## config.mk

```make
export PLATFORM = sky130hd
export DESIGN_NAME = multi_timer_expiry_scanner
export DESIGN_NICKNAME = d
export VERILOG_FILES = /design/src/mtes_pkg.sv /design/src/multi_timer_expiry_scanner.sv
export SDC_FILE = /design/constraint.sdc
export NUM_CORES = 2
export LEC_CHECK = 0
export BUFFER_PORTS_ARGS = -buffer_cell sky130_fd_sc_hd__buf_2
export CORE_ASPECT_RATIO = 2
export CORE_MARGIN = 4
export CORE_UTILIZATION = 55
export DETAILED_ROUTE_END_ITERATION = 8
export PLACE_DENSITY = 0.76
export SKIP_LAST_GASP = 1
export SYNTH_ARGS = -nofsm -noshare
export SYNTH_HDL_FRONTEND = slang
export SYNTH_SLANG_ARGS = --single-unit
```

## constraint.sdc

```tcl
create_clock -name clk_i -period 14.1 [get_ports clk_i]
set_input_delay 2.82 -clock clk_i [delete_from_list [all_inputs] [get_ports clk_i]]
set_output_delay 2.82 -clock clk_i [all_outputs]
set_load 0.1 [all_outputs]
```

## src/mtes_pkg.sv

```systemverilog
// Package for the multi-timer expiry scanner.
// Holds the time constants, result kind codes and the stored entry type.
// No dependencies.
package mtes_pkg;

  localparam int unsigned DEFAULT_SLOTS = 16;

  localparam int unsigned MS_PER_S  = 1000;
  localparam int unsigned US_PER_S  = 1000000;

  // x / 1000 == (x * DIV_MAGIC) >> DIV_SHIFT for every 32-bit x.
  localparam longint unsigned DIV_MAGIC = 64'd274877907;
  localparam int unsigned     DIV_SHIFT = 38;

  localparam int unsigned MS_W    = 31;
  localparam int unsigned TAG_W   = 16;
  localparam int unsigned SEC_W   = 32;
  localparam int unsigned US_W    = 20;
  localparam int unsigned PSEC_W  = 22;
  localparam int unsigned REM_W   = 10;
  localparam int unsigned KIND_W  = 2;

  localparam logic [KIND_W-1:0] KIND_ADD_OK   = 2'd0;
  localparam logic [KIND_W-1:0] KIND_ADD_FULL = 2'd1;
  localparam logic [KIND_W-1:0] KIND_FIRED    = 2'd2;
  localparam logic [KIND_W-1:0] KIND_NONE     = 2'd3;

  localparam logic CMD_ADD  = 1'b0;
  localparam logic CMD_TICK = 1'b1;

  typedef struct packed {
    logic [TAG_W-1:0]  tag;
    logic              periodic;
    logic [PSEC_W-1:0] per_s;
    logic [US_W-1:0]   per_us;
    logic [SEC_W-1:0]  dl_s;
    logic [US_W-1:0]   dl_us;
  } entry_t;

endpackage

```

## src/multi_timer_expiry_scanner.sv

```systemverilog
// Multi-timer expiry scanner: ordered timer table with add and tick commands.
// Add: the result strobe follows the S_DIV, S_REM, S_PUS and S_ARM states after accept; a full
// table answers on the next cycle. Tick: TIMER_SLOTS-deep entry memory scanned one entry per cycle;
// a fired word is held until the next firing or scan end.
// busy_o is high while a command is at work; results cannot be stalled by the receiver.
// Reset (rst_ni, asynchronous, active low) empties the table; entry memory is not cleared.
module multi_timer_expiry_scanner
  import mtes_pkg::*;
#(
  parameter int unsigned TIMER_SLOTS = DEFAULT_SLOTS
) (
  input  logic              clk_i,
  input  logic              rst_ni,
  input  logic              start_i,
  output logic              busy_o,
  input  logic              command_i,
  input  logic [MS_W-1:0]   interval_ms_i,
  input  logic              repeat_mode_i,
  input  logic [TAG_W-1:0]  timer_tag_i,
  input  logic [SEC_W-1:0]  now_seconds_i,
  input  logic [US_W-1:0]   now_micros_i,
  output logic              result_valid_o,
  output logic [KIND_W-1:0] result_kind_o,
  output logic [TAG_W-1:0]  fired_tag_o,
  output logic              last_of_run_o
);

  localparam int unsigned CNT_W = $clog2(TIMER_SLOTS + 1);
  localparam int unsigned IDX_W = (TIMER_SLOTS > 1) ? $clog2(TIMER_SLOTS) : 1;
  localparam logic [CNT_W-1:0] SLOTS_C = CNT_W'(TIMER_SLOTS);

  localparam logic [2:0] S_IDLE  = 3'd0;
  localparam logic [2:0] S_DIV   = 3'd1;
  localparam logic [2:0] S_REM   = 3'd2;
  localparam logic [2:0] S_PUS   = 3'd3;
  localparam logic [2:0] S_ARM   = 3'd4;
  localparam logic [2:0] S_PRIME = 3'd5;
  localparam logic [2:0] S_SCAN  = 3'd6;
  localparam logic [2:0] S_DONE  = 3'd7;

  logic [2:0]       state_q, state_d;
  logic [CNT_W-1:0] count_q, count_d;
  logic [CNT_W-1:0] rptr_q, rptr_d;
  logic [CNT_W-1:0] wptr_q, wptr_d;
  logic [CNT_W-1:0] sidx_q, sidx_d;
  logic             pend_v_q, pend_v_d;
  logic [TAG_W-1:0] pend_tag_q, pend_tag_d;

  // Latched command word.
  logic [MS_W-1:0]   ms_q;
  logic              mode_q;
  logic [TAG_W-1:0]  tag_q;
  logic [SEC_W-1:0]  now_s_q;
  logic [US_W-1:0]   now_us_q;
  logic [PSEC_W-1:0] quot_q, quot_d;
  logic [REM_W-1:0]  rem_q, rem_d;
  logic [US_W-1:0]   pus_q, pus_d;

  logic              res_v_d;
  logic [KIND_W-1:0] res_kind_d;
  logic [TAG_W-1:0]  res_tag_d;
  logic              res_last_d;

  // Entry memory, one write and one registered read port.
  entry_t            mem [TIMER_SLOTS];
  entry_t            rd_q;
  logic [IDX_W-1:0]  rd_idx;
  logic              wr_en;
  logic [IDX_W-1:0]  wr_idx;
  entry_t            wr_data;

  logic accept;
  assign accept = start_i && !busy_o;
  assign busy_o = (state_q != S_IDLE);

  assign rd_idx = (rptr_q < SLOTS_C) ? rptr_q[IDX_W-1:0] : '0;

  // Shared re-arm unit: deadline = now + period with microsecond carry and saturation.
  logic [PSEC_W-1:0] arm_per_s;
  logic [US_W-1:0]   arm_per_us;
  logic [US_W:0]     us_sum;
  logic              us_carry;
  logic [SEC_W:0]    s_sum;
  logic [SEC_W-1:0]  arm_s;
  logic [US_W-1:0]   arm_us;

  always_comb begin
    arm_per_s  = (state_q == S_ARM) ? quot_q : rd_q.per_s;
    arm_per_us = (state_q == S_ARM) ? pus_q  : rd_q.per_us;
    us_sum     = {1'b0, now_us_q} + {1'b0, arm_per_us};
    us_carry   = (us_sum >= (US_W+1)'(US_PER_S));
    if (us_carry) begin
      us_sum = us_sum - (US_W+1)'(US_PER_S);
    end
    s_sum  = {1'b0, now_s_q} + (SEC_W+1)'(arm_per_s) + (SEC_W+1)'(us_carry);
    arm_s  = s_sum[SEC_W] ? '1 : s_sum[SEC_W-1:0];
    arm_us = us_sum[US_W-1:0];
  end

  // Expiry compare on the entry read out of the memory.
  logic due;
  always_comb begin
    if (now_s_q == rd_q.dl_s) begin
      due = (now_us_q >= rd_q.dl_us);
    end else begin
      due = (now_s_q > rd_q.dl_s);
    end
  end

  // Millisecond split datapath.
  logic [59:0] div_prod;
  logic [31:0] q_times_k;
  logic [19:0] rem_times_k;
  always_comb begin
    div_prod    = 60'(ms_q) * 60'(DIV_MAGIC);
    quot_d      = div_prod[DIV_SHIFT +: PSEC_W];
    q_times_k   = 32'(quot_q) * 32'(MS_PER_S);
    rem_d       = REM_W'(32'(ms_q) - q_times_k);
    rem_times_k = 20'(rem_q) * 20'(MS_PER_S);
    pus_d       = rem_times_k;
  end

  always_comb begin
    state_d    = state_q;
    count_d    = count_q;
    rptr_d     = rptr_q;
    wptr_d     = wptr_q;
    sidx_d     = sidx_q;
    pend_v_d   = pend_v_q;
    pend_tag_d = pend_tag_q;
    res_v_d    = 1'b0;
    res_kind_d = KIND_NONE;
    res_tag_d  = '0;
    res_last_d = 1'b0;
    wr_en      = 1'b0;
    wr_idx     = wptr_q[IDX_W-1:0];
    wr_data    = rd_q;

    unique case (state_q)
      S_IDLE: begin
        if (accept) begin
          if (command_i == CMD_TICK) begin
            state_d  = S_PRIME;
            rptr_d   = '0;
            wptr_d   = '0;
            sidx_d   = '0;
            pend_v_d = 1'b0;
          end else if (count_q >= SLOTS_C) begin
            res_v_d    = 1'b1;
            res_kind_d = KIND_ADD_FULL;
            res_last_d = 1'b1;
          end else begin
            state_d = S_DIV;
          end
        end
      end
      S_DIV: state_d = S_REM;
      S_REM: state_d = S_PUS;
      S_PUS: state_d = S_ARM;
      S_ARM: begin
        wr_en            = 1'b1;
        wr_idx           = count_q[IDX_W-1:0];
        wr_data.tag      = tag_q;
        wr_data.periodic = mode_q;
        wr_data.per_s    = quot_q;
        wr_data.per_us   = pus_q;
        wr_data.dl_s     = arm_s;
        wr_data.dl_us    = arm_us;
        count_d          = count_q + 1'b1;
        res_v_d          = 1'b1;
        res_kind_d       = KIND_ADD_OK;
        res_last_d       = 1'b1;
        state_d          = S_IDLE;
      end
      S_PRIME: begin
        rptr_d  = rptr_q + 1'b1;
        state_d = (count_q == '0) ? S_DONE : S_SCAN;
      end
      S_SCAN: begin
        rptr_d = rptr_q + 1'b1;
        sidx_d = sidx_q + 1'b1;
        if (due) begin
          // The previous firing is now known not to be the last one.
          if (pend_v_q) begin
            res_v_d    = 1'b1;
            res_kind_d = KIND_FIRED;
            res_tag_d  = pend_tag_q;
          end
          pend_v_d   = 1'b1;
          pend_tag_d = rd_q.tag;
        end
        // Kept entries are written back in order, which compacts the table.
        if (!due || rd_q.periodic) begin
          wr_en  = 1'b1;
          wptr_d = wptr_q + 1'b1;
          if (due) begin
            wr_data.dl_s  = arm_s;
            wr_data.dl_us = arm_us;
          end
        end
        if (CNT_W'(sidx_q + 1'b1) == count_q) begin
          state_d = S_DONE;
        end
      end
      S_DONE: begin
        res_v_d    = 1'b1;
        res_last_d = 1'b1;
        if (pend_v_q) begin
          res_kind_d = KIND_FIRED;
          res_tag_d  = pend_tag_q;
        end
        count_d  = wptr_q;
        pend_v_d = 1'b0;
        state_d  = S_IDLE;
      end
      default: state_d = S_IDLE;
    endcase
  end

  always_ff @(posedge clk_i or negedge rst_ni) begin
    if (!rst_ni) begin
      state_q        <= S_IDLE;
      count_q        <= '0;
      rptr_q         <= '0;
      wptr_q         <= '0;
      sidx_q         <= '0;
      pend_v_q       <= 1'b0;
      result_valid_o <= 1'b0;
    end else begin
      state_q        <= state_d;
      count_q        <= count_d;
      rptr_q         <= rptr_d;
      wptr_q         <= wptr_d;
      sidx_q         <= sidx_d;
      pend_v_q       <= pend_v_d;
      result_valid_o <= res_v_d;
    end
  end

  always_ff @(posedge clk_i) begin
    pend_tag_q    <= pend_tag_d;
    result_kind_o <= res_kind_d;
    fired_tag_o   <= res_tag_d;
    last_of_run_o <= res_last_d;
    quot_q        <= quot_d;
    rem_q         <= rem_d;
    pus_q         <= pus_d;
    if (accept) begin
      ms_q     <= interval_ms_i;
      mode_q   <= repeat_mode_i;
      tag_q    <= timer_tag_i;
      now_s_q  <= now_seconds_i;
      now_us_q <= now_micros_i;
    end
  end

  always_ff @(posedge clk_i) begin
    if (wr_en) begin
      mem[wr_idx] <= wr_data;
    end
    rd_q <= mem[rd_idx];
  end

  // Assertions.
  a_tick_goes_busy: assert property (@(posedge clk_i) disable iff (!rst_ni)
    (accept && command_i == CMD_TICK) |=> busy_o)
    else $error("tick accepted but block not busy");

  a_count_bound: assert property (@(posedge clk_i) disable iff (!rst_ni)
    count_q <= SLOTS_C)
    else $error("entry count above table size");

  a_compact_order: assert property (@(posedge clk_i) disable iff (!rst_ni)
    (state_q == S_SCAN) |-> (wptr_q <= sidx_q && sidx_q < count_q))
    else $error("write pointer ran ahead of scan pointer");

  a_idle_after_last: assert property (@(posedge clk_i) disable iff (!rst_ni)
    (result_valid_o && last_of_run_o) |-> !busy_o)
    else $error("block busy after final result of a command");

endmodule

```

* After elaboration in Yosys (flattened, before gate mapping)
Memories as Yosys holds them, arrays and structs flattened. A register that Yosys moved wholly into a read port is not among the register bits.
Cells that the tools add are included.
** Word-level totals
- Output and inout bits :: 21
- Word-level logic and storage cells :: 119
- Memories :: 1
- Memory bits (writable) :: 1776
- Bits of input ports :: 104
- Bits in registers :: 209
** Operators by class
- Eq/ne operators :: 15
- Multiplexer cells :: 48
- Magnitude comparators :: 5
- Reduce and logical (&&, ||, !) cells :: 19
- $mul :: 3
- $add $sub $neg :: 9
** Memories
- mem :: depth 16, width 111, rd ports 1, clocked after Yosys merged registers in 1, wr ports 1, RTL line multi_timer_expiry_scanner.sv:65 : entry_t mem [TIMER_SLOTS];
** Operators by type and width (count)
- $mux 52 :: 2
- $pmux 52 s2 :: 1
- $mul 31x29->60 const B :: 1
- $mux 59 :: 1
- $mux 20 :: 2
- $pmux 5 s2 :: 4
- $add 32x22->33 :: 1
- $add 33x1->33 :: 1
- $eq 32x32->1 :: 1
- $gt 32x32->1 :: 1
- $mux 16 :: 2
- $mux 32 :: 1
- $pmux 16 s2 :: 1
- $mul 22x7->7 const B :: 1
- $mux 22 :: 1
- $add 20x20->21 :: 1
- $ge 21x20->1 const B :: 1
- $pmux 3 s7 :: 1
- $add 5x1->5 const B :: 4
- $ge 20x20->1 :: 1
- $sub 20x20->20 const B :: 1
- $mul 10x7->17 const B :: 1
- $mux 1 :: 15
- $mux 5 :: 3
- 26 further kinds :: 50

* Depth between registers and ports, before layout
- Depth in word-level cells :: 9
- Gate-level depth with buffers :: 34
- Depth with buffers taken out :: 30

* Worst setup path after synthesis
Ideal clock, no wire load.
- Path type :: flip-flop to flip-flop
- From :: register now_us_q[9]
- To :: memory mem[0][0] in the netlist's numbering (enable)
- Path buffers :: 0
- Library setup time :: 0.583 ns
- Required time :: 13.517 ns
- Setup slack :: 6.220 ns
- Stages on the path, launching flop included :: 11
- Arrival time :: 7.297 ns
- Clock period less this slack :: 7.880 ns
- Cells stage by stage :: edfxtp_1 ha_1 a21o_1 a211o_1 a2111oi_0 o31a_1 o221ai_1 a21boi_1 a21oi_1 a41oi_1 nor2_1
** Between the ends
- Cells in the longest elaborated chain, start to end :: 8
** RTL lines
- start: declaration :: RTL line multi_timer_expiry_scanner.sv:54 : logic [US_W-1:0] now_us_q;
- start signal: assignment :: RTL line multi_timer_expiry_scanner.sv:253 : now_us_q <= now_micros_i;
- $ge 20x20->1 :: RTL line multi_timer_expiry_scanner.sv:104 : due = (now_us_q >= rd_q.dl_us);
- $mux 1 :: RTL line multi_timer_expiry_scanner.sv:103 : if (now_s_q == rd_q.dl_s) begin
- $logic_not 1->1 :: RTL line multi_timer_expiry_scanner.sv:193 : if (!due || rd_q.periodic) begin
- $logic_or 1x1->1 :: RTL line multi_timer_expiry_scanner.sv:193
- $mux 1 :: RTL line multi_timer_expiry_scanner.sv:193
- $pmux 1 s2 :: RTL line multi_timer_expiry_scanner.sv:139 : unique case (state_q)
- $mux 1 :: RTL line multi_timer_expiry_scanner.sv:258 : if (wr_en) begin
- $mux 1 (implied by the code) :: RTL line multi_timer_expiry_scanner.sv:259 : mem[wr_idx] <= wr_data;
- end: declaration :: RTL line multi_timer_expiry_scanner.sv:65
No other way between the ends.

==> impl_results.md <==
* Layout cell share with drive strength beyond 1 at 0.124
* Crit Reg-Reg Startpoint: state_q[1]
* Synthesized area per cell at 14.1 um2
* Synthesized netlist cell count at 7077
* Overall Global Routing Usage at 0.280
* Average wire length per cell after detail routing at 27.8 um
* Commonest non-fill, non-tap cells in the layout: edfxtp_1, inv_1, ha_1
* Simple-gate share of the synthesized area at 0.0350
* Max frequency at 100 MHz
* Number of cells after detailed placement at 9266
* WP data required at 14.61 ns
* Period Utilization, post-route at 0.709
* Nets in the synthesized netlist at a little over 8000
* Count of endpoints failing hold in the final timing report at 0
* Clk sink count at between 2000 and 2500
* Crit Path Category: flop to flop
* Share of the synthesized netlist area taken by xor and xnor gates at 0.00928
* Starting density of the core at 0.554
* Post-CTS Hold Fix Bufs at 0
* Normalized max-slew margin at 0.129
* Crit path max fanout at 37
* FP Rows at 220
* Leading register cell type out of synthesis: edfxtp_1
* Core Box Area at 180000 um2
* Number of gates resized after CTS at 0
* Number of nets in the layout at 8090
* Post-synthesis sequential element count at 2096
* Post-synthesis mux area share at 0.0720
* Number of warnings printed during yosys synthesis at 0
* Compound-Gate Fraction of Synth Area at 0.103
* Share of flip-flops with an asynchronous set or reset after synthesis at 0.0119
* Critical Path Sink: mem[6][48]
* Final count of negative-setup-slack endpoints at 0
* Pin count of the biggest net entering global routing at 168
* Distinct cells, synth at 99
* IO Count at roughly 130
* Deepest level of the CTS H-tree at 4
* X dimension of the die at 309 um
* Vias at slightly above 60000
* Worst setup path start: state_q[1]
* Buffer depth of the longest clock path at 4
* Aggregate routed wire length at 267000 um
* Reg-to-reg slack, setup at 4.10 ns
* Overall overflow remaining after global route at 0
* Main combinational cell family by area after synthesis: adder cells
* Peak per-stage delay on the critical path at 0.80 ns
* Worst min-delay path category: flop to flop
* Worst Tran Pin Value at 1.29 ns
* Final sum of negative setup slack at 0 ns
* Setup repair after global routing missed its margin: no
* Result of the run: completed
* Post-DP HPWL at approximately 150000 um
* Count of port buffers added during placement at ~120
* Period minus WS final at ~10 ns
* Startpoint type of the worst setup path: flop
* Antenna-violating nets left at 0
* Type of destination of the critical path: flop
* Combined area of all synthesized cells at 99700 um2
* Global-route wire length before repair at about 400000 um
* Drc violations at 0
* Root buffer cell: clkbuf_16
* RD Place Congestion at 0.933
* Drt first-iter violations at 6123
* Reg2Reg Capture Point: mem[6][48]
* TritonCTS clock tree: done
* Die outline height at 610 um
* Number of flops mapped to enable cells by yosys at ~1900
* Most common library cell in the layout ignoring fill and taps: edfxtp_1
* Final Instance Count excl. Fillers at roughly 9600
* Data arrival time of the critical path at 10.51 ns
* Seq/Total Area, Yosys at 0.612
* Count of pins over their slew limit at 0
* Area Overhead vs Synth at 9.19%
* Setup clock skew after layout at 0.107 ns
* Final core utilization at 0.605
* Number of detailed-routing iterations run before antenna repair at 6
* Cell mode on critical path: ha_1
* Maximum Capacitance Violations at 0
* Critical-path cell with the highest stage delay: nor3_1
* DIE AREA at ~190000 um2
* Post-CTS Setup Bufs at 0
* Insertion delay of the later-clocked pin in the worst-skew pair at 0.86 ns
* Antenna violations before repair at 13
* Via count of the first global-routing pass at 64804
* Clock-pin slew on the worst setup and hold paths at around 0.06 ns
* Inserted Clock Buffers at between 150 and 200
* Post-synthesis adder-cell area fraction at 0.133
* Worst-case reg-to-reg path depth at 30
* Via-per-instance ratio at 6.46
-- cells in the mapped netlist, types with 17 or more instances --
master	n	area, um2
mux2_2	334	3760
xnor2_1	71	622
a31oi_1	17	106
clkbuf_1	282	1060
dfxtp_1	179	3580
buf_1	70	263
mux2i_1	342	3420
dfrtp_1	25	626
nand2b_1	22	138
xor2_1	26	228
o2bb2ai_1	26	228
nand3_1	143	716
nor2_1	101	379
a22oi_1	111	833
nor3_1	23	115
o21ai_0	521	2610
fa_1	324	6490
a21o_1	46	345
a221oi_1	112	981
nand2_1	349	1310
o221ai_1	115	1010
and2_1	21	131
inv_1	560	2100
ha_1	543	6790
nor2b_1	19	119
edfxtp_1	1892	56800
o211ai_1	17	128
a21oi_1	541	2710
-- worst max-delay path, delay by kind of cell (launching register included) --
| kind | cells | cell delay, ns |
|---|---|---|
| flops | 1 | 0.42 |
| mux | 1 | 0.20 |
| compound gates | 11 | 3.20 |
| simple gates | 10 | 3.01 |
| fa+ha+maj | 5 | 1.94 |
| buf+inv | 3 | 0.85 |
-- registers in the layout (all words and copies together), names as in the netlist, 10 cells and up --
signal and cells:
mem 1776, rd_q 111, now_s_q 32, ms_q 31, quot_q 22, now_us_q 20
pus_q 17, fired_tag_o 16, pend_tag_q 16, tag_q 16, rem_q 10
-- per-layer routing --
| metal | up-vias | GRT usage | routed length, um |
|---|---|---|---|
| met3 | 921 | 0.0383 | 21100 |
| met2 | 3276 | 0.495 | 137000 |
| li1 | 26543 | - | - |
| met4 | 4 | 0.161 | 17000 |
| met1 | 31273 | 0.326 | 91900 |
| met5 | - | 0 | 20 |
-- how the worst min path moves through the flow --
| stage | endpoint | slack (ns) | from | cells after the start |
|---|---|---|---|---|
| final | pend_tag_q[8] | 0.43 | rd_q[103] | 0 |
| after global routing | pend_tag_q[2] | 0.44 | rd_q[97] | 0 |
| after CTS | pend_tag_q[8] | 0.44 | rd_q[103] | 0 |
| after detailed placement | pend_tag_q[8] | 0.42 | rd_q[103] | 0 |
| after global placement | pend_tag_q[10] | 0.41 | rd_q[105] | 0 |
| after floorplan | pus_q[3] | 0.41 | rem_q[0] | 0 |
-- cell families (layout without fill, tap and decap cells) --
group | count (synthesis) | count (layout)
buf+inv | 925 | 1114
simple gates | 756 | 756
other cells | 0 | 6
xor+xnor | 101 | 101
compound gates | 1656 | 1656
mux | 676 | 676
flops | 2096 | 2096
fa+ha+maj | 867 | 867
-- layout make-up --
class | instances | area [um2]
clock inverter | 95 | 1020
tap | 2331 | 2920
timing repair buffer | 221 | 1500
multi-input combinational | 4056 | 35400
inverter | 562 | 2120
fill | 13280 | 71100
clock buffer | 236 | 4910
antenna | 6 | 15.0
sequential | 2096 | 61000
-- per-stage QoR --
| stage | hold WS, ns | area, um2 | setup WS (ns) |
|---|---|---|---|
| 6_report | 0.433 | 109000 | 4.10 |
| 5_1_grt | 0.442 | 109000 | 3.41 |
| 4_1_cts | 0.437 | 109000 | 4.20 |
| 3_5_place_dp | 0.422 | 103000 | 4.28 |
| 2_1_floorplan | 0.406 | 99700 | 6.22 |
| 3_3_place_gp | 0.411 | 103000 | 4.55 |
Power is left out: the tool's default activity adds up to more than one toggle a clock period on the data nets, which glitch-free logic cannot reach.
